$ cat src/design/sspes_pkg.sv
// ----------------------------------------------------------------------------
// sspes_pkg
// Shared types, constants and the sector table of the single shunt edge
// shifter.
// ----------------------------------------------------------------------------
`default_nettype none

package sspes_pkg;

  localparam int unsigned DutyFracBitsDef = 15;
  localparam int unsigned NumStages       = 6;
  localparam int unsigned RegWidth        = 12;

  localparam logic [RegWidth-1:0] MinWindowRst = 12'd100;
  localparam logic [RegWidth-1:0] TrigDelayRst = 12'd80;

  typedef enum logic {
    RegMinWindow = 1'b0,
    RegTrigDelay = 1'b1
  } reg_idx_e;

  localparam logic [1:0] PhaseU = 2'd0;
  localparam logic [1:0] PhaseV = 2'd1;
  localparam logic [1:0] PhaseW = 2'd2;

  localparam logic [2:0] SectNullLo = 3'd0;
  localparam logic [2:0] SectNullHi = 3'd7;

  typedef struct packed {
    logic [NumStages-1:0] ld;
  } pipe_ld_t;

  typedef struct packed {
    logic [2:0] sect;
    logic [1:0] minp;
    logic [1:0] medp;
    logic [1:0] maxp;
  } sect_entry_t;

  typedef struct packed {
    logic [15:0] second_trigger;
    logic [15:0] first_trigger;
    logic [1:0]  min_phase;
    logic [1:0]  med_phase;
    logic [1:0]  max_phase;
    logic [2:0]  sector;
    logic [15:0] fall_w;
    logic [15:0] fall_v;
    logic [15:0] fall_u;
    logic [15:0] rise_w;
    logic [15:0] rise_v;
    logic [15:0] rise_u;
  } out_item_t;

  // index = (u > v, w > u, v > w)
  function automatic sect_entry_t sect_lookup(input logic [2:0] idx);
    sect_entry_t e;
    case (idx)
      3'd0:    e = '{sect: 3'd0, minp: PhaseU, medp: PhaseV, maxp: PhaseW};
      3'd1:    e = '{sect: 3'd2, minp: PhaseW, medp: PhaseU, maxp: PhaseV};
      3'd2:    e = '{sect: 3'd4, minp: PhaseU, medp: PhaseV, maxp: PhaseW};
      3'd3:    e = '{sect: 3'd3, minp: PhaseU, medp: PhaseW, maxp: PhaseV};
      3'd4:    e = '{sect: 3'd6, minp: PhaseV, medp: PhaseW, maxp: PhaseU};
      3'd5:    e = '{sect: 3'd1, minp: PhaseW, medp: PhaseV, maxp: PhaseU};
      3'd6:    e = '{sect: 3'd5, minp: PhaseV, medp: PhaseU, maxp: PhaseW};
      default: e = '{sect: 3'd7, minp: PhaseU, medp: PhaseV, maxp: PhaseW};
    endcase
    return e;
  endfunction

endpackage

`default_nettype wire

$ cat src/design/sspes_lane.sv
// ----------------------------------------------------------------------------
// sspes_lane
// One phase lane: saturates the duty and turns it into a timer compare value
// over two register stages.
// ----------------------------------------------------------------------------
`default_nettype none

module sspes_lane import sspes_pkg::*; #(
  parameter int unsigned DUTY_FRAC_BITS = DutyFracBitsDef
) (
  input  logic        clk_i,
  input  pipe_ld_t    ld_i,
  input  logic [15:0] duty_i,
  input  logic [15:0] period_i,
  output logic [15:0] orig_o
);

  localparam logic [16:0] Full = 17'(1) << DUTY_FRAC_BITS;

  logic [16:0] sat;
  logic [32:0] prod_d, prod_q;
  logic [15:0] period_q;
  logic [15:0] orig_q;

  assign sat    = ({1'b0, duty_i} > Full) ? Full : {1'b0, duty_i};
  assign prod_d = {16'd0, sat} * {17'd0, period_i};

  always_ff @(posedge clk_i) begin
    if (ld_i.ld[0]) begin
      prod_q   <= prod_d;
      period_q <= period_i;
    end
    if (ld_i.ld[1]) begin
      orig_q <= period_q - prod_q[DUTY_FRAC_BITS +: 16];
    end
  end

  assign orig_o = orig_q;

endmodule

`default_nettype wire

$ cat src/design/sspes_merge.sv
// ----------------------------------------------------------------------------
// sspes_merge
// Sector decode, star area clamp, edge shifting and trigger points; combines
// the three lane compare values into one result item.
// ----------------------------------------------------------------------------
`default_nettype none

module sspes_merge import sspes_pkg::*; (
  input  logic                clk_i,
  input  pipe_ld_t            ld_i,
  input  logic [15:0]         duty_u_i,
  input  logic [15:0]         duty_v_i,
  input  logic [15:0]         duty_w_i,
  input  logic [15:0]         period_i,
  input  logic [15:0]         orig_u_i,
  input  logic [15:0]         orig_v_i,
  input  logic [15:0]         orig_w_i,
  input  logic [RegWidth-1:0] min_window_i,
  input  logic [RegWidth-1:0] trig_delay_i,
  output out_item_t           item_o
);

  function automatic logic [15:0] pick(input logic [15:0] a, input logic [15:0] b,
                                       input logic [15:0] c, input logic [1:0] sel);
    logic [15:0] r;
    case (sel)
      PhaseU:  r = a;
      PhaseV:  r = b;
      default: r = c;
    endcase
    return r;
  endfunction

  function automatic logic [15:0] place(input logic [1:0] p, input sect_entry_t e,
                                        input logic [15:0] vmax, input logic [15:0] vmed,
                                        input logic [15:0] vmin);
    logic [15:0] r;
    if (e.maxp == p) begin
      r = vmax;
    end else if (e.medp == p) begin
      r = vmed;
    end else begin
      r = vmin;
    end
    return r;
  endfunction

  // stage 1: compares
  logic [2:0]  idx_q;
  logic [15:0] period1_q;
  // stage 2: table and limits
  sect_entry_t ent2_q;
  logic [15:0] limit_q, p2w_q;
  // stage 3: clamp
  sect_entry_t ent3_q;
  logic        null3_q;
  logic [15:0] cmax3_q, cmed3_q, cmin3_q;
  // stage 4: deltas
  sect_entry_t ent4_q;
  logic        null4_q;
  logic [15:0] cmax4_q, cmed4_q, cmin4_q, dmax_q, dmin_q;
  // stage 5: shifted edges
  sect_entry_t ent5_q;
  logic [15:0] rmax_q, fmax_q, med5_q, rmin_q, fmin_q;
  // stage 6: result
  out_item_t   item_q;

  logic        null3_d;
  logic [15:0] omax, omed, omin;
  logic [15:0] cmax3_d, cmed3_d;
  logic        lo_max, lo_min;
  logic [RegWidth-1:0] smax, smin;
  logic [15:0] rmax_d, fmax_d, rmin_d, fmin_d;
  logic [15:0] rise_u, rise_v, rise_w;

  assign null3_d = (ent2_q.sect == SectNullLo) || (ent2_q.sect == SectNullHi);
  assign omax    = pick(orig_u_i, orig_v_i, orig_w_i, ent2_q.maxp);
  assign omed    = pick(orig_u_i, orig_v_i, orig_w_i, ent2_q.medp);
  assign omin    = pick(orig_u_i, orig_v_i, orig_w_i, ent2_q.minp);

  always_comb begin
    cmax3_d = omax;
    cmed3_d = omed;
    if (!null3_d) begin
      if (omax > limit_q) begin
        cmax3_d = p2w_q;
        cmed3_d = limit_q;
      end else if (omed > limit_q) begin
        cmed3_d = limit_q;
      end
    end
  end

  assign lo_max = dmax_q < {4'd0, min_window_i};
  assign lo_min = dmin_q < {4'd0, min_window_i};
  assign smax   = min_window_i - dmax_q[RegWidth-1:0];
  assign smin   = min_window_i - dmin_q[RegWidth-1:0];

  always_comb begin
    rmax_d = cmax4_q;
    fmax_d = cmax4_q;
    rmin_d = cmin4_q;
    fmin_d = cmin4_q;
    if (!null4_q && lo_max) begin
      rmax_d = cmax4_q - {4'd0, smax};
      fmax_d = cmax4_q + {4'd0, smax};
    end
    if (!null4_q && lo_min) begin
      rmin_d = cmin4_q + {4'd0, smin};
      fmin_d = cmin4_q - {4'd0, smin};
    end
  end

  assign rise_u = place(PhaseU, ent5_q, rmax_q, med5_q, rmin_q);
  assign rise_v = place(PhaseV, ent5_q, rmax_q, med5_q, rmin_q);
  assign rise_w = place(PhaseW, ent5_q, rmax_q, med5_q, rmin_q);

  always_ff @(posedge clk_i) begin
    if (ld_i.ld[0]) begin
      idx_q     <= {duty_u_i > duty_v_i, duty_w_i > duty_u_i, duty_v_i > duty_w_i};
      period1_q <= period_i;
    end
    if (ld_i.ld[1]) begin
      ent2_q  <= sect_lookup(idx_q);
      limit_q <= period1_q - {4'd0, min_window_i};
      p2w_q   <= period1_q - {3'd0, min_window_i, 1'b0};
    end
    if (ld_i.ld[2]) begin
      ent3_q  <= ent2_q;
      null3_q <= null3_d;
      cmax3_q <= cmax3_d;
      cmed3_q <= cmed3_d;
      cmin3_q <= omin;
    end
    if (ld_i.ld[3]) begin
      ent4_q  <= ent3_q;
      null4_q <= null3_q;
      cmax4_q <= cmax3_q;
      cmed4_q <= cmed3_q;
      cmin4_q <= cmin3_q;
      dmax_q  <= cmed3_q - cmax3_q;
      dmin_q  <= cmin3_q - cmed3_q;
    end
    if (ld_i.ld[4]) begin
      ent5_q <= ent4_q;
      rmax_q <= rmax_d;
      fmax_q <= fmax_d;
      med5_q <= cmed4_q;
      rmin_q <= rmin_d;
      fmin_q <= fmin_d;
    end
    if (ld_i.ld[5]) begin
      item_q.rise_u         <= rise_u;
      item_q.rise_v         <= rise_v;
      item_q.rise_w         <= rise_w;
      item_q.fall_u         <= place(PhaseU, ent5_q, fmax_q, med5_q, fmin_q);
      item_q.fall_v         <= place(PhaseV, ent5_q, fmax_q, med5_q, fmin_q);
      item_q.fall_w         <= place(PhaseW, ent5_q, fmax_q, med5_q, fmin_q);
      item_q.sector         <= ent5_q.sect;
      item_q.max_phase      <= ent5_q.maxp;
      item_q.med_phase      <= ent5_q.medp;
      item_q.min_phase      <= ent5_q.minp;
      item_q.first_trigger  <= rmax_q + {4'd0, trig_delay_i};
      item_q.second_trigger <= med5_q + {4'd0, trig_delay_i};
    end
  end

  assign item_o = item_q;

endmodule

`default_nettype wire

$ cat src/design/single_shunt_pwm_edge_shifter_core.sv
// ----------------------------------------------------------------------------
// single_shunt_pwm_edge_shifter_core
// Turns three phase duties and a timer period into shifted rise and fall
// compare values, the sector and two ADC trigger points.
// ----------------------------------------------------------------------------
// Takes one item per clock and passes it through six register stages (one
// multiplier per phase lane, then sector decode, clamp, deltas, edge shift
// and trigger add). Each stage stalls only when the stage after it is full,
// so throughput stays one item per cycle as long as the result side takes
// items.
`default_nettype none

module single_shunt_pwm_edge_shifter_core import sspes_pkg::*; #(
  parameter int unsigned DUTY_FRAC_BITS = DutyFracBitsDef
) (
  input  logic                clk_i,
  input  logic                rst_ni,
  input  logic                s_axis_tvalid_i,
  output logic                s_axis_tready_o,
  // duty_u, duty_v, duty_w, pwm_period
  input  logic [63:0]         s_axis_tdata_i,
  output logic                m_axis_tvalid_o,
  input  logic                m_axis_tready_i,
  // rise_u, rise_v, rise_w, fall_u, fall_v, fall_w, sector, max_phase,
  // med_phase, min_phase, first_trigger, second_trigger, zero fill
  output logic [143:0]        m_axis_tdata_o,
  input  logic                cfg_we_i,
  input  logic                cfg_idx_i,
  input  logic [RegWidth-1:0] cfg_wdata_i
);

  logic [RegWidth-1:0]  min_window_q, trig_delay_q;
  logic [NumStages-1:0] valid_q, valid_d, prev_valid;
  pipe_ld_t             ld;
  logic [15:0]          orig_u, orig_v, orig_w;
  out_item_t            item;

  always_ff @(posedge clk_i or negedge rst_ni) begin
    if (!rst_ni) begin
      min_window_q <= MinWindowRst;
      trig_delay_q <= TrigDelayRst;
    end else if (cfg_we_i) begin
      case (reg_idx_e'(cfg_idx_i))
        RegMinWindow: min_window_q <= cfg_wdata_i;
        RegTrigDelay: trig_delay_q <= cfg_wdata_i;
        default: ;
      endcase
    end
  end

  assign prev_valid = {valid_q[NumStages-2:0], s_axis_tvalid_i};

  always_comb begin
    ld.ld[NumStages-1] = !valid_q[NumStages-1] || m_axis_tready_i;
    for (int k = NumStages - 2; k >= 0; k--) begin
      ld.ld[k] = !valid_q[k] || ld.ld[k+1];
    end
    for (int k = 0; k < NumStages; k++) begin
      valid_d[k] = ld.ld[k] ? prev_valid[k] : valid_q[k];
    end
  end

  always_ff @(posedge clk_i or negedge rst_ni) begin
    if (!rst_ni) begin
      valid_q <= '0;
    end else begin
      valid_q <= valid_d;
    end
  end

  sspes_lane #(.DUTY_FRAC_BITS(DUTY_FRAC_BITS)) u_lane_u (
    .clk_i(clk_i), .ld_i(ld), .duty_i(s_axis_tdata_i[15:0]),
    .period_i(s_axis_tdata_i[63:48]), .orig_o(orig_u)
  );

  sspes_lane #(.DUTY_FRAC_BITS(DUTY_FRAC_BITS)) u_lane_v (
    .clk_i(clk_i), .ld_i(ld), .duty_i(s_axis_tdata_i[31:16]),
    .period_i(s_axis_tdata_i[63:48]), .orig_o(orig_v)
  );

  sspes_lane #(.DUTY_FRAC_BITS(DUTY_FRAC_BITS)) u_lane_w (
    .clk_i(clk_i), .ld_i(ld), .duty_i(s_axis_tdata_i[47:32]),
    .period_i(s_axis_tdata_i[63:48]), .orig_o(orig_w)
  );

  sspes_merge u_merge (
    .clk_i        (clk_i),
    .ld_i         (ld),
    .duty_u_i     (s_axis_tdata_i[15:0]),
    .duty_v_i     (s_axis_tdata_i[31:16]),
    .duty_w_i     (s_axis_tdata_i[47:32]),
    .period_i     (s_axis_tdata_i[63:48]),
    .orig_u_i     (orig_u),
    .orig_v_i     (orig_v),
    .orig_w_i     (orig_w),
    .min_window_i (min_window_q),
    .trig_delay_i (trig_delay_q),
    .item_o       (item)
  );

  assign s_axis_tready_o = ld.ld[0];
  assign m_axis_tvalid_o = valid_q[NumStages-1];
  assign m_axis_tdata_o  = {7'd0, item};

  a_ready_only_when_full: assert property (@(posedge clk_i) disable iff (!rst_ni)
    !s_axis_tready_o |-> (&valid_q))
    else $error("input stalled with a free pipeline stage");

  a_roles_distinct: assert property (@(posedge clk_i) disable iff (!rst_ni)
    m_axis_tvalid_o |-> (item.max_phase != item.med_phase) &&
                        (item.med_phase != item.min_phase) &&
                        (item.max_phase != item.min_phase))
    else $error("phase roles not a permutation");

  a_null_no_shift: assert property (@(posedge clk_i) disable iff (!rst_ni)
    m_axis_tvalid_o && ((item.sector == SectNullLo) || (item.sector == SectNullHi)) |->
      (item.rise_u == item.fall_u) && (item.rise_v == item.fall_v) &&
      (item.rise_w == item.fall_w))
    else $error("null sector item has shifted edges");

  a_stage_holds: assert property (@(posedge clk_i) disable iff (!rst_ni)
    valid_q[NumStages-1] && !m_axis_tready_i |=> valid_q[NumStages-1] && $stable(item))
    else $error("pending result changed while stalled");

endmodule

`default_nettype wire

$ cat config.mk
export PLATFORM = sky130hd
export DESIGN_NAME = single_shunt_pwm_edge_shifter_core
export DESIGN_NICKNAME = d
export VERILOG_FILES = /design/src/design/sspes_pkg.sv /design/src/design/sspes_lane.sv /design/src/design/sspes_merge.sv /design/src/design/single_shunt_pwm_edge_shifter_core.sv
export SDC_FILE = /design/constraint.sdc
export NUM_CORES = 2
export LEC_CHECK = 0
export BUFFER_PORTS_ARGS = -buffer_cell sky130_fd_sc_hd__buf_2
export CAP_MARGIN = 20
export CORE_MARGIN = 3
export CORE_UTILIZATION = 50
export CTS_BUF_LIST = sky130_fd_sc_hd__clkbuf_8
export CTS_CLUSTER_DIAMETER = 100
export CTS_CLUSTER_SIZE = 40
export DETAILED_ROUTE_END_ITERATION = 6
export PLACE_DENSITY_LB_ADDON = 0.1
export SKIP_LAST_GASP = 1
export SYNTH_ARGS = -nofsm -noshare
export SYNTH_HDL_FRONTEND = slang
export SYNTH_HIERARCHICAL = 1
export SYNTH_SLANG_ARGS = --single-unit
$ cat constraint.sdc
create_clock -name clk_i -period 5.9 [get_ports clk_i]
set_input_delay 0.59 -clock clk_i [delete_from_list [all_inputs] [get_ports clk_i]]
set_output_delay 0.59 -clock clk_i [all_outputs]
set_load 0.005 [all_outputs]
Word level (Yosys, flattened, before mapping)
Cells that the tools add are included.
W data, S select, Z words.
Word-level totals
  bits of input ports: 82
  word-level logic and storage cells: 157
  bits in registers: 605
Cells by class
  bitwise operators: 1
  order comparisons: 10
  reductions and logical operators: 25
  add/sub/neg operators: 15
  mux-type cells: 28
  multipliers: 3
  equal/unequal tests: 14
Operator list (count)
  $mux W16: 24
  $pmux W16 S2: 3
  $mul A16 B16 Y31: 3
  $gt A16 B16 Y1: 5
  $sub A16 B16 Y16: 5
  $add A16 B12 Y16: 4
  $pmux W9 S7: 1
  $gt A16 B16 Y1 const B: 3
  $sub A16 B12 Y16: 3
  $lt A16 B12 Y1: 2
  $sub A12 B12 Y12: 2
  $sub A16 B13 Y16: 1
  $eq A3 B3 Y1 const B: 4
  $eq A2 B1 Y1 const B: 5
  $logic_not A2 Y1: 5
  $logic_not A1 Y1: 7
  $logic_or A1 B1 Y1: 7
  $eq A3 B2 Y1 const B: 2
  $logic_not A3 Y1: 2
  $eq A2 B2 Y1 const B: 2
  $reduce_and A2 Y1: 2
  $eq A3 B1 Y1 const B: 1
  $logic_and A1 B1 Y1: 2
  $not A1 Y1: 1

Logic depth before layout (Yosys ltp)
  word-level depth: 7
  mapped depth: 28
  depth with buffers taken out: 26

Modules after synthesis
The synthesis kept the hierarchy.
By module, submodules not included
  sspes_merge: instances 1, cells each 2453, sequential area each 12882.4 µm², area an instance 26213.9 µm²
  sspes_lane (u_lane_w): instances 1, cells each 1061, sequential area each 1441.4 µm², area an instance 10229.8 µm²
  sspes_lane (u_lane_u): instances 1, cells each 1063, sequential area each 1441.4 µm², area an instance 10166.0 µm²
  sspes_lane (u_lane_v): instances 1, cells each 1063, sequential area each 1441.4 µm², area an instance 10164.7 µm²
  single_shunt_pwm_edge_shifter_core: instances 1, cells each 80, sequential area each 757.0 µm², area an instance 1256.2 µm²

Least setup slack after synthesis
Ideal clock, no wire load.
  path kind: input -> register
  start point: input port s_axis_tdata_i[18]
  end point: register u_lane_v.prod_q[30], data pin
  data arrival time: 6.793 ns
  stages on the path: 26
  setup slack: -1.153 ns
  buffers on the path: 2
  required time: 5.640 ns
  cell sequence: nor4_1 > nand4_1 > nand2_1 > clkbuf_1 > and2_1 > clkbuf_1 > nand2_1 > fa_1 > inv_1 > fa_1 > inv_1 > fa_1 > inv_1 > fa_1 > fa_1 > fa_1 > ha_1 > a21oi_1 > o211ai_1 > a221oi_4 > a31oi_4 > o211ai_2 > nand2_2 > a221o_2 > a21oi_2 > xnor2_1
On the way
  word-level cells in the longest chain between the ends: 3
RTL lines
  start, declared: RTL line single_shunt_pwm_edge_shifter_core.sv:21  | input logic [63:0] s_axis_tdata_i,
  $gt A16 B16 Y1: RTL line sspes_lane.sv:25  | assign sat = ({1'b0, duty_i} > Full) ? Full : {1'b0, duty_i};
  $mux W16 (*): RTL line sspes_lane.sv:25
  $mul A16 B16 Y31 (*): RTL line sspes_lane.sv:26  | assign prod_d = {16'd0, sat} * {17'd0, period_i};
  net u_lane_v.prod_d[30]: RTL line sspes_lane.sv:21  | logic [32:0] prod_d, prod_q;
  end signal, assigned: RTL line sspes_lane.sv:30  | prod_q <= prod_d;
  end, declared: RTL line sspes_lane.sv:21
Mark *: on every way through the listed nets, which the timed path passes. The rest lies on a longest branch.
A chain may end at the register's enable or synchronous reset.

Final worst setup path
  start point: input port s_axis_tdata_i[23]
  end point: register u_lane_v.prod_q[30], data pin
Same word-level chain as after synthesis.

==> flow_metrics.tcl <==
set metrics [dict create \
    final_util 0.5789 \
    synth_edf_count 573 \
    grt_pass1_vias 42750 \
    powerDensity_nw_per_um2 497.6 \
    clock-sinks 603 \
    core_area_um2 114800 \
    ys_warn_count 6 \
    violations "negative setup slack" \
    grt_pass1_wl_um 245200 \
    p_total_mw 33.08 \
    status "finished with violations" \
    gp_congestion 0.9426 \
    synth_top_family_by_area "adder cells" \
    antenna_found_initial 6 \
    clk_latency_ps 750 \
    io_pins 228 \
    leakage_nw 31.07 \
    fin_ws_ps -152.0 \
    setup_viol 20 \
    relSlewSlack 0.2833 \
    endpoint_kind "flip-flop" \
    required_ps 6430 \
    dp.cells 7695 \
    clock_skew_ps 49.54 \
    synth_xor_area_frac 0.03562 \
    firstDrtPassIters 5 \
    instances_no_fill 7781 \
    critPathLaunchType "input port" \
    vdd_drop_max_mv 0.3369 \
    largest_reg_flops 134 \
    async_flop_share 0.04975 \
    ant_nets 0 \
    synth-compound-area-share 0.09273 \
    cts_tree "built" \
    cp.arrival_ps 6580 \
    power_switching_mw 15.07 \
    synth.avg_cell_area_um2 10.15 \
    nNetsFinal 7518 \
    grt.overflow.total 0 \
    grt_use_total 0.2633 \
    synth_mux_area_frac 0.02107 \
    drv_cap 0 \
    fp-row-count 124 \
    worstPathMaxFanout 8 \
    max_freq_mhz 165.2 \
    syn_inst 5720 \
    maxSlewViolCount 0 \
    ys_seq_area_frac 0.3096 \
    rsz0062_at_grt "yes" \
    seqPwrFrac 0.270 \
    period_needed_ps 6052 \
    hp-class "in2reg" \
    pwr-share-clk 0.061 \
    wl_um 158100 \
    clk_pin_slew_worst_paths_ps 200 \
    dpl_cell_area_um2 64670 \
    grt_max_degree 136 \
    cts-buffers-inserted 25 \
    synthSimpleGateAreaFrac 0.1365 \
    synth-adder-area-share 0.3320 \
    wl_per_cell_um 20.31 \
    dp.final_hpwl_um 131800 \
    io_buffer_count 220 \
    intPower_mw 18.01 \
    synth-main-ff-cell "edfxtp_1" \
    syn_area_um2 58030 \
    dieHeight_um 346.7 \
    htreeDepth 1 \
    syn_to_final_growth_pct 14.54 \
    start_util 0.5054 \
    clock-root-buffer "clkbuf_8" \
    finalHoldViolations 0 \
    holdWs_ps 85.21 \
    post-route-drc-count 0 \
    drive_above_1_share 0.1696 \
    dp_slack_ps -1196 \
    num_vias 41640 \
    switching_share 0.4555 \
    die_w_um 346.7 \
    tns_ps -1383 \
    tightest_slew_ps 1067 \
    stdcell_area_um2 66470 \
    ys_types 94 \
    via_per_inst 5.351 \
    post-route-period-util 1.026 \
    clockBufferDepth 3 \
    critPathKind "in2reg" \
    die_area_um2 120200 \
    drt_iter0_drc 2145 \
    synth-seq-cells 603 \
    combPwrFrac 0.669 \
]
==> power by group through the flow <==
stage | Sequential, mW | Combinational [mW] | Clock, mW
after floorplan | 8.31 | 14.9 | 0
after global placement | 9.05 | 21.0 | 0
after detailed placement | 9.08 | 21.3 | 0
after CTS | 8.96 | 21.8 | 2.10
after global routing | 9.11 | 24.8 | 2.25
final | 8.93 | 22.1 | 2.02
==> cell type report <==
class | count | area [um2]
diodes | 2 | 5.005
clock buffers | 25 | 344.1
clock inverters | 18 | 366.6
fillers | 9940 | 48340
inverters | 910 | 3417
multi-input cells | 4019 | 37050
flip-flops and latches | 603 | 17960
well taps | 1512 | 1892
repair buffers | 692 | 5431
==> per-layer routing <==
layer | global-route usage | wire (um) | vias to the layer above
met2 | 0.4845 | 81490 | 1020
li1 | - | - | 19910
met1 | 0.3183 | 63000 | 20460
met4 | 0.1132 | 8088 | 2
met3 | 0.01815 | 5467 | 251
met5 | 0 | 13 | -
==> cell usage in the layout, fill, tap and decap left out, drive strengths merged, types with 15 or more instances in the layout <==
cell type  Yosys  layout
nand3         39      39
inv          910     916
and3          50      50
nor4          28      28
xnor2        171     171
a31oi         21      21
fa           591     591
a21o          75      75
buf           25     688
mux2          59      59
nor3          62      62
dfrtp         25      25
mux2i         52      52
o21a          27      27
nand2        650     650
clkbuf       169      26
or3           15      15
o211ai        24      24
and2         371     371
a21oi        298     298
edfxtp       573     573
a211oi        28      28
o21bai        27      27
nand2b        28      28
o21ai        255     255
nand4         33      33
nor2         209     209
nor2b         80      80
xor2          65      65
ha           594     594
==> timing repair <==
action,in CTS,in global routing
hold buffers,3,0
hold endpoints to repair,27,0
gates cloned,1,0
setup endpoints to repair,28,42
pin swaps,64,105
resized for setup,86,99
buffers inserted,28,10
==> cell usage after synthesis, types with 9 or more instances <==
cell type | count | area share
nand2b_1 | 27 | 0.0029
a31oi_1 | 20 | 0.0022
xnor2_1 | 171 | 0.026
and3_1 | 50 | 0.0054
nand3_1 | 39 | 0.0034
mux2_4 | 10 | 0.0026
clkbuf_1 | 168 | 0.011
o21a_1 | 27 | 0.0035
or2_2 | 11 | 0.0012
o211ai_1 | 22 | 0.0028
o21bai_1 | 27 | 0.0035
a21boi_0 | 11 | 0.0014
nand2_1 | 647 | 0.042
mux2i_1 | 52 | 0.0090
inv_1 | 910 | 0.059
nor4_1 | 27 | 0.0029
a21o_1 | 73 | 0.0094
or3_1 | 15 | 0.0016
a21oi_1 | 290 | 0.025
dfrtp_1 | 25 | 0.011
nor3_1 | 62 | 0.0053
nor2b_1 | 78 | 0.0084
o21ai_0 | 246 | 0.021
buf_2 | 10 | 0.00086
nand3b_1 | 9 | 0.0012
edfxtp_1 | 573 | 0.30
and2_1 | 371 | 0.040
nor2_1 | 208 | 0.013
ha_1 | 594 | 0.13
o31ai_1 | 12 | 0.0016
xor2_1 | 65 | 0.0098
buf_4 | 10 | 0.0013
nand4_1 | 33 | 0.0036
a211oi_1 | 26 | 0.0034
mux2_2 | 48 | 0.0093
fa_1 | 591 | 0.20
==> logic make-up after synthesis <==
| family | Yosys count |
|---|---|
| and+or+nand+nor | 1614 |
| adders and majority gates | 1185 |
| buffers and inverters | 1104 |
| AOI/OAI and AO/OA | 866 |
| DFF | 603 |
| xor gates and xnor gates | 236 |
| muxes | 111 |
| other | 1 |
==> worst paths after layout <==
| path | end | cells after the start | from | slack [ps] |
|---|---|---|---|---|
| worst min-delay path | trig_delay_q[0] | 2 | cfg_wdata_i[0] | 90 |
| worst min register to register | u_merge/ent4_q[6] | 0 | u_merge/ent3_q[6] | 400 |
| max in group asynchronous | min_window_q[11] | 2 | rst_ni | 4980 |
| worst max-delay path | u_lane_v/prod_q[30] | 26 | s_axis_tdata_i[23] | -150 |
| min in group asynchronous | valid_q[0] | 2 | rst_ni | 430 |
| worst max register to register | u_merge/fmin_q[15] | 17 | min_window_q[0] | 750 |
==> worst max-delay path, cell delays in order <==
cell	delay, ps
buf_6	100
nor4_4	280
nand4_1	180
nand2_4	160
buf_6	140
and2_4	160
nand2_2	60
fa_1	500
fa_1	430
fa_2	540
inv_2	40
fa_1	460
fa_1	480
inv_1	50
fa_1	480
inv_2	50
ha_4	220
a21oi_2	150
o211ai_1	180
a221oi_4	330
a31oi_4	150
o211ai_2	160
nand2_2	90
a221o_2	390
a21oi_2	140
xnor2_1	80
Note: power is estimated with default switching activity, not from simulation.
